File: config.mk
export PLATFORM = sky130hd
export DESIGN_NAME = led_frame_stream_parser_unit
export DESIGN_NICKNAME = d
export VERILOG_FILES = /design/src/rtl/core/lfsp_pkg.sv /design/src/rtl/core/led_frame_stream_parser_unit.sv
export SDC_FILE = /design/constraint.sdc
export NUM_CORES = 1
export LEC_CHECK = 0
export BUFFER_PORTS_ARGS = -buffer_cell sky130_fd_sc_hd__buf_2
export CORE_ASPECT_RATIO = 0.7
export CORE_MARGIN = 5
export CORE_UTILIZATION = 25
export CTS_BUF_LIST = sky130_fd_sc_hd__clkbuf_2
export CTS_CLUSTER_SIZE = 25
export DETAILED_ROUTE_END_ITERATION = 16
export GPL_TIMING_DRIVEN = 0
export PLACE_DENSITY_LB_ADDON = 0.05
export RECOVER_POWER = 25
export SLEW_MARGIN = 20
export SYNTH_ARGS = -nofsm -noshare
export SYNTH_HDL_FRONTEND = slang
export SYNTH_SLANG_ARGS = --single-unit
File: constraint.sdc
create_clock -name clk -period 4.35 [get_ports clk]
set_clock_uncertainty 0.1 [all_clocks]
set_input_delay 0.6525 -clock clk [delete_from_list [all_inputs] [get_ports clk]]
set_output_delay 0.6525 -clock clk [all_outputs]
set_load 0.02 [all_outputs]
File: src/rtl/core/lfsp_pkg.sv
`timescale 1ns / 1ps
`default_nettype none

package lfsp_pkg;

  // parse phase codes
  localparam logic [2:0] PH_HUNT    = 3'd0;
  localparam logic [2:0] PH_D       = 3'd1;
  localparam logic [2:0] PH_A       = 3'd2;
  localparam logic [2:0] PH_HI      = 3'd3;
  localparam logic [2:0] PH_LO      = 3'd4;
  localparam logic [2:0] PH_CHK     = 3'd5;
  localparam logic [2:0] PH_PAYLOAD = 3'd6;

  // input item kinds
  localparam logic ACT_BYTE = 1'b0;
  localparam logic ACT_TICK = 1'b1;

  // result item kinds
  localparam logic KIND_PIXEL = 1'b0;
  localparam logic KIND_ABORT = 1'b1;

  // header bytes
  localparam logic [7:0] CHR_UPPER_A = 8'h41;
  localparam logic [7:0] CHR_LOWER_D = 8'h64;
  localparam logic [7:0] CHR_LOWER_A = 8'h61;
  localparam logic [7:0] CHK_SALT    = 8'h55;

  // register indexes
  localparam logic REG_LED_COUNT = 1'b0;
  localparam logic REG_TIMEOUT   = 1'b1;

  localparam logic [10:0] LED_COUNT_RST = 11'd75;
  localparam logic [15:0] TIMEOUT_RST   = 16'd10;
  localparam logic [15:0] IDLE_MAX      = 16'hFFFF;

endpackage

`default_nettype wire

File: src/rtl/core/led_frame_stream_parser_unit.sv
`timescale 1ns / 1ps
`default_nettype none

// LED frame stream parser
// Slave stream: one item per received serial byte (tuser = 0, tdata = byte)
// or per time tick (tuser = 1). The parser hunts for the 'A' header byte,
// checks the five header bytes that follow and then takes led_count * 3
// payload bytes as R, G, B per LED.
// Master stream: one pixel item per completed triple (tuser = 0), tlast on the
// final pixel of the frame; an abort item (tuser = 1) when payload ticks
// reach timeout_ticks without a byte.
// Every item is handled by the state update and lands in the result register:
// a result is visible in the cycle after its input item is accepted, and one
// item can be accepted each cycle unless a stalled receiver holds the input.
// The single result register sets the rate: s_tready is low only while a
// result is held and m_tready is low, so a stalled receiver stalls the input.
// Reset (rst, synchronous) returns to hunting, clears the output valid and
// loads led_count = 75 and timeout_ticks = 10.
// Registers over APB: led_count at 0x0, timeout_ticks at 0x4.

module led_frame_stream_parser_unit #(
  parameter int MAX_LEDS = 1024
) (
  input  wire logic        clk,
  input  wire logic        rst,
  // input stream
  input  wire logic        s_tvalid,
  output logic             s_tready,
  input  wire logic [7:0]  s_tdata,   // [7:0] data_byte
  input  wire logic        s_tuser,   // [0] action
  // result stream
  output logic             m_tvalid,
  input  wire logic        m_tready,
  output logic [39:0]      m_tdata,   // [9:0] led_index, [17:10] red,
                                      // [25:18] green, [33:26] blue, zero pad
  output logic             m_tuser,   // [0] kind
  output logic             m_tlast,   // last
  // configuration
  input  wire logic        psel,
  input  wire logic        penable,
  input  wire logic        pwrite,
  input  wire logic [2:0]  paddr,
  input  wire logic [31:0] pwdata,
  output logic [31:0]      prdata,
  output logic             pready
);

  localparam int PIX_W = (MAX_LEDS > 1) ? $clog2(MAX_LEDS) : 1;
  localparam int CMP_W = (PIX_W + 1 > 11) ? PIX_W + 1 : 11;
  localparam int IDX_W = (PIX_W > 10) ? PIX_W : 10;

  // configuration registers
  logic [10:0] led_count;
  logic [15:0] timeout_ticks;
  logic        cfg_wr;

  assign pready = 1'b1;
  assign cfg_wr = psel && penable && pwrite;

  always_ff @(posedge clk) begin
    if (rst) begin
      led_count     <= lfsp_pkg::LED_COUNT_RST;
      timeout_ticks <= lfsp_pkg::TIMEOUT_RST;
    end else if (cfg_wr) begin
      if (paddr[2] == lfsp_pkg::REG_LED_COUNT) begin
        led_count <= pwdata[10:0];
      end else begin
        timeout_ticks <= pwdata[15:0];
      end
    end
  end

  always_comb begin
    if (paddr[2] == lfsp_pkg::REG_LED_COUNT) begin
      prdata = {21'd0, led_count};
    end else begin
      prdata = {16'd0, timeout_ticks};
    end
  end

  // parser state
  logic [2:0]       parse_phase, parse_phase_next;
  logic [7:0]       header_d, header_a, count_high, count_low;
  logic [1:0]       byte_in_pixel, byte_in_pixel_next;
  logic [PIX_W-1:0] pixel_number, pixel_number_next;
  logic [7:0]       red_hold, green_hold;
  logic [15:0]      idle_count, idle_count_next;

  // result register
  logic             out_kind, out_last;
  logic [9:0]       out_idx;
  logic [7:0]       out_red, out_green, out_blue;

  logic             res_valid, res_kind, res_last;
  logic             in_acc;
  logic [CMP_W-1:0] frame_leds, pix_plus;
  logic [15:0]      idle_inc;
  logic [IDX_W-1:0] pix_wide;

  assign s_tready = !m_tvalid || m_tready;
  assign in_acc   = s_tvalid && s_tready;

  // effective frame length: zero acts as one, clamp to MAX_LEDS
  always_comb begin
    frame_leds = CMP_W'(led_count);
    if (led_count == 11'd0) begin
      frame_leds = CMP_W'(1);
    end else if (CMP_W'(led_count) > CMP_W'(MAX_LEDS)) begin
      frame_leds = CMP_W'(MAX_LEDS);
    end
  end

  assign pix_plus = CMP_W'(pixel_number) + CMP_W'(1);
  assign idle_inc = (idle_count == lfsp_pkg::IDLE_MAX) ? idle_count
                                                       : idle_count + 16'd1;
  assign pix_wide = IDX_W'(pixel_number);

  // next state and result for the item at the input
  always_comb begin
    parse_phase_next   = parse_phase;
    byte_in_pixel_next = byte_in_pixel;
    pixel_number_next  = pixel_number;
    idle_count_next    = idle_count;
    res_valid          = 1'b0;
    res_kind           = lfsp_pkg::KIND_PIXEL;
    res_last           = 1'b0;
    if (s_tuser == lfsp_pkg::ACT_TICK) begin
      if (parse_phase == lfsp_pkg::PH_PAYLOAD) begin
        if (idle_inc >= timeout_ticks) begin
          res_valid          = 1'b1;
          res_kind           = lfsp_pkg::KIND_ABORT;
          parse_phase_next   = lfsp_pkg::PH_HUNT;
          byte_in_pixel_next = 2'd0;
          pixel_number_next  = '0;
          idle_count_next    = 16'd0;
        end else begin
          idle_count_next = idle_inc;
        end
      end
    end else begin
      unique case (parse_phase)
        lfsp_pkg::PH_HUNT: begin
          if (s_tdata == lfsp_pkg::CHR_UPPER_A) parse_phase_next = lfsp_pkg::PH_D;
        end
        lfsp_pkg::PH_D:  parse_phase_next = lfsp_pkg::PH_A;
        lfsp_pkg::PH_A:  parse_phase_next = lfsp_pkg::PH_HI;
        lfsp_pkg::PH_HI: parse_phase_next = lfsp_pkg::PH_LO;
        lfsp_pkg::PH_LO: parse_phase_next = lfsp_pkg::PH_CHK;
        lfsp_pkg::PH_CHK: begin
          if (header_d == lfsp_pkg::CHR_LOWER_D && header_a == lfsp_pkg::CHR_LOWER_A &&
              s_tdata == (count_high ^ count_low ^ lfsp_pkg::CHK_SALT)) begin
            parse_phase_next   = lfsp_pkg::PH_PAYLOAD;
            byte_in_pixel_next = 2'd0;
            pixel_number_next  = '0;
            idle_count_next    = 16'd0;
          end else begin
            parse_phase_next = lfsp_pkg::PH_HUNT;
          end
        end
        lfsp_pkg::PH_PAYLOAD: begin
          idle_count_next = 16'd0;
          if (byte_in_pixel == 2'd0) begin
            byte_in_pixel_next = 2'd1;
          end else if (byte_in_pixel == 2'd1) begin
            byte_in_pixel_next = 2'd2;
          end else begin
            res_valid          = 1'b1;
            res_last           = (pix_plus >= frame_leds);
            byte_in_pixel_next = 2'd0;
            if (res_last) begin
              parse_phase_next  = lfsp_pkg::PH_HUNT;
              pixel_number_next = '0;
            end else begin
              pixel_number_next = pix_plus[PIX_W-1:0];
            end
          end
        end
        default: parse_phase_next = lfsp_pkg::PH_HUNT;
      endcase
    end
  end

  // state registers
  always_ff @(posedge clk) begin
    if (rst) begin
      parse_phase   <= lfsp_pkg::PH_HUNT;
      byte_in_pixel <= 2'd0;
      pixel_number  <= '0;
      idle_count    <= 16'd0;
      header_d      <= 8'd0;
      header_a      <= 8'd0;
      count_high    <= 8'd0;
      count_low     <= 8'd0;
      red_hold      <= 8'd0;
      green_hold    <= 8'd0;
    end else if (in_acc) begin
      parse_phase   <= parse_phase_next;
      byte_in_pixel <= byte_in_pixel_next;
      pixel_number  <= pixel_number_next;
      idle_count    <= idle_count_next;
      if (s_tuser == lfsp_pkg::ACT_BYTE) begin
        if (parse_phase == lfsp_pkg::PH_D)  header_d   <= s_tdata;
        if (parse_phase == lfsp_pkg::PH_A)  header_a   <= s_tdata;
        if (parse_phase == lfsp_pkg::PH_HI) count_high <= s_tdata;
        if (parse_phase == lfsp_pkg::PH_LO) count_low  <= s_tdata;
        if (parse_phase == lfsp_pkg::PH_PAYLOAD && byte_in_pixel == 2'd0) begin
          red_hold <= s_tdata;
        end
        if (parse_phase == lfsp_pkg::PH_PAYLOAD && byte_in_pixel == 2'd1) begin
          green_hold <= s_tdata;
        end
      end
    end
  end

  // result valid
  always_ff @(posedge clk) begin
    if (rst) begin
      m_tvalid <= 1'b0;
    end else if (s_tready) begin
      m_tvalid <= in_acc && res_valid;
    end
  end

  // result payload
  always_ff @(posedge clk) begin
    if (in_acc && res_valid) begin
      out_kind <= res_kind;
      out_last <= res_last;
      out_idx  <= pix_wide[9:0];
      if (res_kind == lfsp_pkg::KIND_ABORT) begin
        out_red   <= 8'd0;
        out_green <= 8'd0;
        out_blue  <= 8'd0;
      end else begin
        out_red   <= red_hold;
        out_green <= green_hold;
        out_blue  <= s_tdata;
      end
    end
  end

  assign m_tdata = {6'd0, out_blue, out_green, out_red, out_idx};
  assign m_tuser = out_kind;
  assign m_tlast = out_last;

endmodule

`default_nettype wire

After elaboration in Yosys (flattened, before gate mapping)
Index checks and enable logic that the tools add are counted.
Cells by class
  reduce and logical (&&, ||, !) cells: 27
  bitwise gates (word level): 5
  magnitude comparators: 3
  eq/ne operators: 19
  add/sub/neg operators: 2
  mux-type cells: 40
Operator list (number)
  $mux W16: 6
  $mux W10: 7
  $pmux W16 S2: 1
  $eq A8 B7 Y1 const B: 3
  $mux W3: 8
  $mux W11: 2
  $pmux W3 S7: 1
  $pmux W10 S2: 1
  $reduce_and A3 Y1: 6
  $add A16 B1 Y16 const B: 1
  $eq A16 B16 Y1 const B: 1
  $ge A16 B16 Y1: 1
  $reduce_and A7 Y1: 2
  $mux W2: 6
  $ne A3 B3 Y1 const B: 4
  $add A10 B1 Y11 const B: 1
  $ge A11 B11 Y1: 1
  $gt A11 B11 Y1 const B: 1
  $logic_not A11 Y1: 1
  $eq A3 B3 Y1 const B: 3
  $eq A8 B8 Y1: 1
  $logic_and A1 B1 Y1: 8
  $xor A8 B8 Y8: 1
  $mux W1: 7
  other kinds (17): 22
Word-level totals
  bits in registers: 143
  output and inout bits: 77
  logic and storage cells: 115

Depth between registers and ports, before layout
Gate-level depths: netlist of run 1.
  depth in word-level cells: 9
  gate-level depth with buffers: 15

Worst setup path after synthesis of run 1
OpenSTA, ideal clock, no wires.
  kind: register to register
  start point: reg idle_count[8]
  end point: reg out_last, in the netlist m_tlast, enable pin
  buffers on the path: 1
  setup time: 391 ps
  cell stages (with the launch flop): 12
  path slack: -48 ps
  clock period less this slack: 4398 ps
  arrival: 3907 ps
  path through: dfxtp_1 -> and4_1 -> nand2_1 -> nor4_1 -> mux2_2 -> ha_1 -> nand4_1 -> nor3_1 -> or4b_1 -> a31oi_2 -> buf_4 -> o211a_1
On the way
  cells in the longest elaborated chain, start to end: 7
  elaborated cells on any way between the ends: 8
  classes of those cells: 1 x add/sub; 1 x order compare; 1 x eq/ne; 4 x mux; 1 x reduce/logical
RTL lines
  start: declaration: line led_frame_stream_parser_unit.sv:87  | logic [15:0] idle_count, idle_count_next;
  start signal: assignment: line led_frame_stream_parser_unit.sv:200  | idle_count <= idle_count_next;
  $add A16 B1 Y16 / $eq A16 B16 Y1 (equally long branches): line led_frame_stream_parser_unit.sv:115, led_frame_stream_parser_unit.sv:114
  $mux W16 (*): line led_frame_stream_parser_unit.sv:114  | assign idle_inc = (idle_count == lfsp_pkg::IDLE_MAX) ? idle_count
  $ge A16 B16 Y1 (*): line led_frame_stream_parser_unit.sv:129  | if (idle_inc >= timeout_ticks) begin
  $mux W1 (*): line led_frame_stream_parser_unit.sv:129
  $mux W1 (*): line led_frame_stream_parser_unit.sv:128  | if (parse_phase == lfsp_pkg::PH_PAYLOAD) begin
  $mux W1 (*): line led_frame_stream_parser_unit.sv:127  | if (s_tuser == lfsp_pkg::ACT_TICK) begin
  $logic_and A1 B1 Y1 (*): line led_frame_stream_parser_unit.sv:227  | if (in_acc && res_valid) begin
  end signal: assignment: line led_frame_stream_parser_unit.sv:229  | out_last <= res_last;
  end: declaration: line led_frame_stream_parser_unit.sv:90  | logic out_kind, out_last;
Mark *: on every way between the ends. The rest lies on a longest branch, timed or not.
A chain may end at the register's enable or synchronous reset.

Final worst setup path of run 1
  start point: reg idle_count[6]
  end point: reg idle_count[0]
On the way
  cells in the longest elaborated chain, start to end: 6
  elaborated cells on any way between the ends: 7
  classes of those cells: 1 x add/sub; 1 x order compare; 1 x eq/ne; 4 x mux
RTL lines (line)
  $add A16 B1 Y16 / $eq A16 B16 Y1 (equally long branches): led_frame_stream_parser_unit.sv:115, led_frame_stream_parser_unit.sv:114
  $mux W16 (*): led_frame_stream_parser_unit.sv:114
  $ge A16 B16 Y1: led_frame_stream_parser_unit.sv:129
  $mux W16 (*): led_frame_stream_parser_unit.sv:129
  $mux W16 (*): led_frame_stream_parser_unit.sv:128
  $mux W16 (*): led_frame_stream_parser_unit.sv:127
Mark *: on every way between the ends. The rest lies on a longest branch, timed or not. The select of a mux whose other input is x is not followed.

==> flow_summary_export.csv, run 1 <==
group,metric,value,unit
power,p_leak,3.65,nW
clock_network,cts_buffer_depth,2,
cells_and_area,final_common_cell,"dfxtp_1",
clock_network,cts.clk_slew.worst_paths,0.22,ns
sta,fin_hold_ws,0.127,ns
die,start_util,25.5,%
clock_network,cts_buffers,17,
sta,grt_setup_unrepaired,"no",
critical_path,r2r_start,"idle_count[6]$_SDFFE_PP0P_",
sta,maxClockFrequency,246,MHz
cells_and_area,layout_common_cells,"104 x dfxtp_1, 93 x nand2_1, 83 x buf_2",
critical_path,r2r-end,"idle_count[0]$_SDFFE_PP0P_",
grt,grt_pass1_vias,5632,
synthesis,async_flop_share,0,%
grt,grt_max_degree,19,
drt,route.detailed.drc,0,
critical_path,cp-endpoint,"idle_count[0]$_SDFFE_PP0P_",
die,die_area,0.0333,mm²
power,internal_power,1.72,mW
critical_path,r2r_cells,13,
cells_and_area,fin_area,0.00888,mm²
sta,final_hold_viol_count,0,
die,die_y,154,µm
power,vdd_ir_drop_max,115,µV
synthesis,synth_ff_type,"dfxtp_1",
die,die_w,216,µm
clock_network,cts_tree,"yes",
power,p_clk_share,33.6,%
drt,drtIter0Drc,277,
power,power_density,265,mW/mm²
clock_network,clock_latency,0.76,ns
sta,setup_viol,0,
cells_and_area,nets,1006,
synthesis,synth_area,0.00742,mm²
synthesis,synth_top_family_by_area,"simple AND/OR/NAND/NOR gates",
synthesis,synth_compound_area_share,9.51,%
sta,slew_viol_final,0,
power,fin_total_pwr,2.36,mW
synthesis,synth-seq-area-share,43.5,%
critical_path,required,4.89,ns
cells_and_area,area_delta_synth_final,19.8,%
clock_network,clock-sinks,143,
synthesis,synth_cell_types,66,
synthesis,muxShareOfSynthArea,9.26,%
drt,drt-vias-per-instance,4.40,
drt,firstDrtPassIters,4,
cells_and_area,num-fill-cells,3115,
grt,antenna_found_initial,1,
placement,place_congestion,0.761,
synthesis,ys_ff_latch,143,
synthesis,synth.avg_cell_area,9.45,µm²
status,status,"finished, final reports clean",
synthesis,synth-simple-area-share,21.2,%
grt,overflow,0,
power,netSwitchingPower,0.642,mW
placement,dp_hpwl,16.7,mm
die,core_area,0.0291,mm²
placement,place_ws,-0.841,ns
critical_path,path_max_fanout,7,
worst_hold_path,hp-class,"input pin to register",
power,pwr-share-seq,58.2,%
die,row_count,52,
power,pwr-share-comb,8.2,%
critical_path,crit_type,"register to register",
drt,drt-wirelength-per-cell,17.1,µm
placement,io_buffers,76,
critical_path,cp-end-kind,"register",
clock_network,h-tree-depth,4,
cells_and_area,final_layout_size_suffix_gt1_share,20.0,%
synthesis,synthXorXnorAreaFrac,4.74,%
critical_path,worstPathArrival,4.61,ns
placement,place_area,0.00835,mm²
clock_network,root_buffer,"clkbuf_2",
die,io_pins,128,
sta,tightest_slew,0.886,ns
power,switching_share,27.2,%
sta,fin_crit_sh,93.5,%
job,max-cap-violations,0,
critical_path,startpoint_type,"register",
grt,grt_pass1_wl,34.8,mm
sta,setup_ws,0.283,ns
synthesis,synth_fa_ha_area_share,4.89,%
drt,wl,22.6,mm
drt,routed-via-count,5804,
sta,maxSlewHeadroom,40.9,%
sta,fin_crit,4.07,ns
synthesis,synth-edff-count,36,
synthesis,syn_inst,785,
critical_path,timing.reg2reg.setup_slack,0.28,ns
grt,track_usage,13.5,%
synthesis,ys.warnings.count,0,
drt,drtAntennaViolNets,0,
critical_path,cp-startpoint,"idle_count[6]$_SDFFE_PP0P_",
==> layer usage <==
metal	vias up	wire, µm	GRT usage [%]
met4	0	155	2.25
met3	10	704	3.38
met1	2741	12300	20.7
li1	2991	-	-
met5	-	0	0
met2	62	9420	19.3
==> worst max-delay path: stages, from the launching register on <==
cell,delay (ns)
dfxtp_1,0.47
and3_1,0.29
nand4_2,0.20
or2_2,0.33
clkbuf_1,0.21
xnor2_2,0.20
ha_1,0.28
nand2b_1,0.14
a2111oi_1,0.45
or4b_4,0.25
nand4_1,0.21
buf_4,0.24
or4_1,0.46
a31oi_1,0.16
==> state kept, by name, indices dropped and copies added (netlist names) <==
register / count
idle_count: 16
timeout_ticks: 16
led_count: 11
out_idx: 10
pix_wide: 10
count_high: 8
count_low: 8
green_hold: 8
header_a: 8
header_d: 8
out_blue: 8
out_green: 8
out_red: 8
red_hold: 8
parse_phase: 3
byte_in_pixel: 2
m_tlast: 1
m_tuser: 1
m_tvalid: 1
==> cells in the mapped netlist (6+ instances only) <==
library cell    n  share of area [%]
nand3b_1       15                1.5
inv_1          28                1.4
or3_1           6               0.51
nand3_1        26                1.8
nand4_1        11               0.93
nor2_1         74                3.7
xnor2_1        14                1.7
o21ai_0        12               0.81
clkbuf_1       29                1.5
dfxtp_1       107                 29
a21oi_1        51                3.4
ha_1           29                4.9
mux2_2         13                2.0
edfxtp_1       36                 15
nor2b_1        28                2.4
buf_4          27                2.7
and3_1         10               0.84
nand2_1        93                4.7
nand2b_1       14                1.2
mux2i_1        54                7.3
buf_2          11               0.74
==> stage by stage <==
| step | setup TNS [ns] | util [%] | std cells |
|---|---|---|---|
| after detailed placement | -30.17 | 28.7 | 1260 |
| after floorplan | 0 | - | 806 |
| final | 0 | 30.5 | 1319 |
| after global placement | -34.03 | 28.7 | 1260 |
| after global routing | 0 | 30.5 | 1319 |
| after CTS | 0 | 30.2 | 1311 |
==> cell type report <==
| class | instances | area [µm²] | area share [%] |
|---|---|---|---|
| timing repair buffer | 100 | 624 | 7.03 |
| clock inverter | 10 | 116 | 1.31 |
| tap | 378 | 473 | 5.32 |
| clock buffer | 22 | 110 | 1.24 |
| multi-input combinational | 566 | 3820 | 43.0 |
| buffer | 70 | 400 | 4.51 |
| inverter | 28 | 105 | 1.18 |
| sequential | 143 | 3230 | 36.3 |
| antenna | 2 | 5.00 | 0.0563 |
==> worst min-delay path by stage <==
stage | endpoint | slack (ns) | from | cells after the start
floorplan | timeout_ticks[11]$_SDFFE_PP0P_ | 0.34 | timeout_ticks[11]$_SDFFE_PP0P_ | 2
global placement | timeout_ticks[12]$_SDFFE_PP0P_ | 0.34 | timeout_ticks[12]$_SDFFE_PP0P_ | 2
detailed placement | timeout_ticks[15]$_SDFFE_PP0P_ | 0.35 | timeout_ticks[15]$_SDFFE_PP0P_ | 2
CTS | count_high[6]$_SDFFE_PP0P_ | 0.02 | s_tdata[6] | 3
global route | count_high[6]$_SDFFE_PP0P_ | 0.007 | s_tdata[6] | 3
finish | header_a[6]$_SDFFE_PP0P_ | 0.13 | s_tdata[6] | 3
==> logic make-up after synthesis <==
logic type	count (synthesis)
xor+xnor	27
simple gates	310
fa+ha+maj	29
mux	67
flops	143
compound gates	109
buf+inv	98
other cells	2
==> power by group through the flow <==
stage	logic [mW]	registers, mW	clock network, mW
detailed placement	0.181	1.40	0
global route	0.213	1.37	0.890
CTS	0.194	1.37	0.840
finish	0.194	1.37	0.791
global placement	0.183	1.40	0
floorplan	0.120	1.40	0
==> what timing repair did <==
item,4_1_cts,5_1_grt
cloned,1,0
pin swaps,1,0
hold buffers,17,0
setup endpoints to repair,36,58
setup buffers,1,6
endpoints found under the hold margin,29,0
resized for setup,3,10
(Power assumes the default switching activity.)
==> run 2, diff against run 1 <==
--- a/config.mk
+++ b/config.mk
@@ -9,12 +9,12 @@
 export CORE_ASPECT_RATIO = 0.7
 export CORE_MARGIN = 5
 export CORE_UTILIZATION = 25
-export CTS_BUF_LIST = sky130_fd_sc_hd__clkbuf_2
+export CTS_BUF_LIST = sky130_fd_sc_hd__clkbuf_8 sky130_fd_sc_hd__clkbuf_16
 export CTS_CLUSTER_SIZE = 25
 export DETAILED_ROUTE_END_ITERATION = 16
 export GPL_TIMING_DRIVEN = 0
 export PLACE_DENSITY_LB_ADDON = 0.05
-export RECOVER_POWER = 25
+export RECOVER_POWER = 50
 export SLEW_MARGIN = 20
 export SYNTH_ARGS = -nofsm -noshare
 export SYNTH_HDL_FRONTEND = slang
==> flow_summary_export.csv, run 2 (synthesis gave the netlist of run 1 again) <==
group,metric,value,unit
sta,maxClockFrequency,246,MHz
critical_path,cp-end-kind,"register",
critical_path,r2r_cells,13,
drt,drt-wirelength-per-cell,17.5,µm
power,pwr-share-comb,6.1,%
die,die_w,216,µm
grt,track_usage,13.5,%
clock_network,cts.clk_slew.worst_paths,0.07,ns
die,die_y,154,µm
power,pwr-share-seq,46.3,%
critical_path,path_max_fanout,10,
critical_path,worstPathArrival,4.26,ns
sta,maxSlewHeadroom,41.6,%
drt,drtIter0Drc,297,
drt,drtAntennaViolNets,0,
die,die_area,0.0333,mm²
sta,fin_crit_sh,93.3,%
sta,setup_viol,0,
critical_path,r2r-end,"pix_wide[5]$_SDFFE_PP0P_",
die,io_pins,128,
critical_path,crit_type,"register to register",
critical_path,startpoint_type,"register",
clock_network,h-tree-depth,4,
grt,grt_pass1_wl,34.7,mm
grt,antenna_found_initial,0,
sta,tns,0,ns
clock_network,clock_latency,0.43,ns
drt,route.detailed.drc,0,
power,netSwitchingPower,0.716,mW
cells_and_area,reg.largest.list,"idle_count: 16 flops, timeout_ticks: 16 flops, led_count: 11 flops",
die,core_area,0.0291,mm²
critical_path,r2r_start,"idle_count[1]$_SDFFE_PP0P_",
critical_path,crit_top_cell,"ha_1",
sta,tightest_slew,0.876,ns
placement,dp_hpwl,16.7,mm
cells_and_area,final_layout_size_suffix_gt1_share,14.8,%
clock_network,clock-sinks,143,
job,max-cap-violations,0,
clock_network,cts_tree,"yes",
die,row_count,52,
grt,grt_max_degree,19,
grt,overflow,0,
power,internal_power,2.24,mW
drt,firstDrtPassIters,5,
placement,dp.cells,1260,
clock_network,holdBufCountCts,0,
critical_path,crit_chain,"ha_1 > nand4_2 > or2_2 > clkbuf_1 > xnor2_2 > ha_1 > nand2b_1 > a2111oi_1 > or4b_4 > nand4_1 > and4_1 > buf_4 > a311oi_1",
cells_and_area,nets,987,
worst_hold_path,hp-class,"input pin to register",
grt,grt_pass1_vias,5624,
worst_hold_path,hold_depth,2,
status,status,"finished, final reports clean",
sta,fin_crit,4.06,ns
sta,slew_viol_final,0,
power,p_leak,3.57,nW
clock_network,cts_buffers,17,
critical_path,cpPeakStageDelay,0.45,ns
placement,place_congestion,0.761,
critical_path,slowest_stage,"dfxtp_1",
sta,fin_hold_ws,0.348,ns
cells_and_area,final_common_cell,"dfxtp_1",
placement,io_buffers,76,
power,power_density,329,mW/mm²
critical_path,timing.reg2reg.setup_slack,0.29,ns
sta,setup_ws,0.293,ns
clock_network,root_buffer,"clkbuf_16",
sta,grt_setup_unrepaired,"no",
cells_and_area,n_antenna_cell,0,
power,p_clk_share,47.5,%
placement,place_ws,-0.841,ns
cells_and_area,layout_common_cells,"107 x dfxtp_1, 93 x nand2_1, 75 x clkbuf_1",
worst_hold_path,min_to,"timeout_ticks[1]$_SDFFE_PP1P_",
drt,wl,22.7,mm
sta,final_hold_viol_count,0,
die,start_util,25.5,%
drt,routed-via-count,5764,
critical_path,required,4.56,ns
cells_and_area,area_delta_synth_final,21.1,%
drt,drt-vias-per-instance,4.44,
clock_network,cts_buffer_depth,2,
cells_and_area,instances_no_fill,1298,
power,fin_total_pwr,2.95,mW
worst_hold_path,worstHoldStart,"pwdata[1]",
power,switching_share,24.3,%
power,vdd_ir_drop_max,229,µV
## run 2: cell types whose count changed in the layout (fill, tap and decap cells not counted), sizes merged
| cell | delta |
|---|---|
| buf | -46 |
| dlygate4sd3 | -17 |
| o211a | +1 |
| inv | +5 |
| bufinv | -1 |
| clkbuf | +39 |
| diode | -2 |
## run 2: through the flow
stage / instance area, µm² / util, %
6_report: 8980 / 30.9
5_1_grt: 8980 / 30.9
4_1_cts: 8990 / 30.9
3_5_place_dp: 8350 / 28.7
3_3_place_gp: 8350 / 28.7
2_1_floorplan: 7500 / -
## run 2: worst max path at each step
stage / startpoint / end / slack, ns
after floorplan: idle_count[8]$_SDFFE_PP0P_ / m_tlast$_SDFFCE_PP0P_ / 0.17
after global placement: idle_count[8]$_SDFFE_PP0P_ / out_idx[9]$_DFFE_PP_ / -0.94
after detailed placement: idle_count[8]$_SDFFE_PP0P_ / out_blue[7]$_SDFFCE_PP0P_ / -0.84
after CTS: idle_count[8]$_SDFFE_PP0P_ / pix_wide[5]$_SDFFE_PP0P_ / 0.02
after global routing: pix_wide[0]$_SDFFE_PP0P_ / parse_phase[2]$_SDFFE_PP0P_ / 0.03
final: idle_count[1]$_SDFFE_PP0P_ / pix_wide[5]$_SDFFE_PP0P_ / 0.29
## run 2: area by class of cell
class	instances	area, µm²
repair buffers	80	378
inverters	28	105
flip-flops and latches	143	3220
clock buffers	18	450
plain buffers	70	400
clock inverters	14	105
fillers	3101	20100
multi-input cells	567	3850
well taps	378	473
## run 2: critical path, delay by kind of cell, from the launching register on
family                   cells  cell delay (ns)
flip-flops                   1             0.45
XOR/XNOR                     1             0.20
AO/OA/AOI/OAI                2             0.76
buffers and inverters        2             0.41
adder cells (fa/ha/maj)      2             0.59
AND/OR/NAND/NOR              6             1.43
## run 2: power groups by stage
| stage | Combinational, mW | Clock [mW] | Sequential (mW) |
|---|---|---|---|
| 4_1_cts | 0.182 | 1.45 | 1.37 |
| 5_1_grt | 0.201 | 1.50 | 1.37 |
| 3_5_place_dp | 0.181 | 0 | 1.40 |
| 3_3_place_gp | 0.183 | 0 | 1.40 |
| 2_1_floorplan | 0.120 | 0 | 1.40 |
| 6_report | 0.181 | 1.40 | 1.37 |
## run 2: what timing repair did
| action | CTS | global route |
|---|---|---|
| gates cloned | 1 | 1 |
| setup buffers | 3 | 1 |
| gates resized for setup | 3 | 9 |
| setup endpoints to repair | 36 | 58 |
| endpoints found under the hold margin | 0 | 0 |
| pin swaps | 1 | 0 |
## run 2: metal layers
metal  vias up  share of wire [%]  GRT usage, %
met5         -                  0             0
met4         0               0.88          3.08
met3        15                3.3          3.05
met2        87                 41          19.0
met1      2714                 55          20.8
li1       2948                  -             -
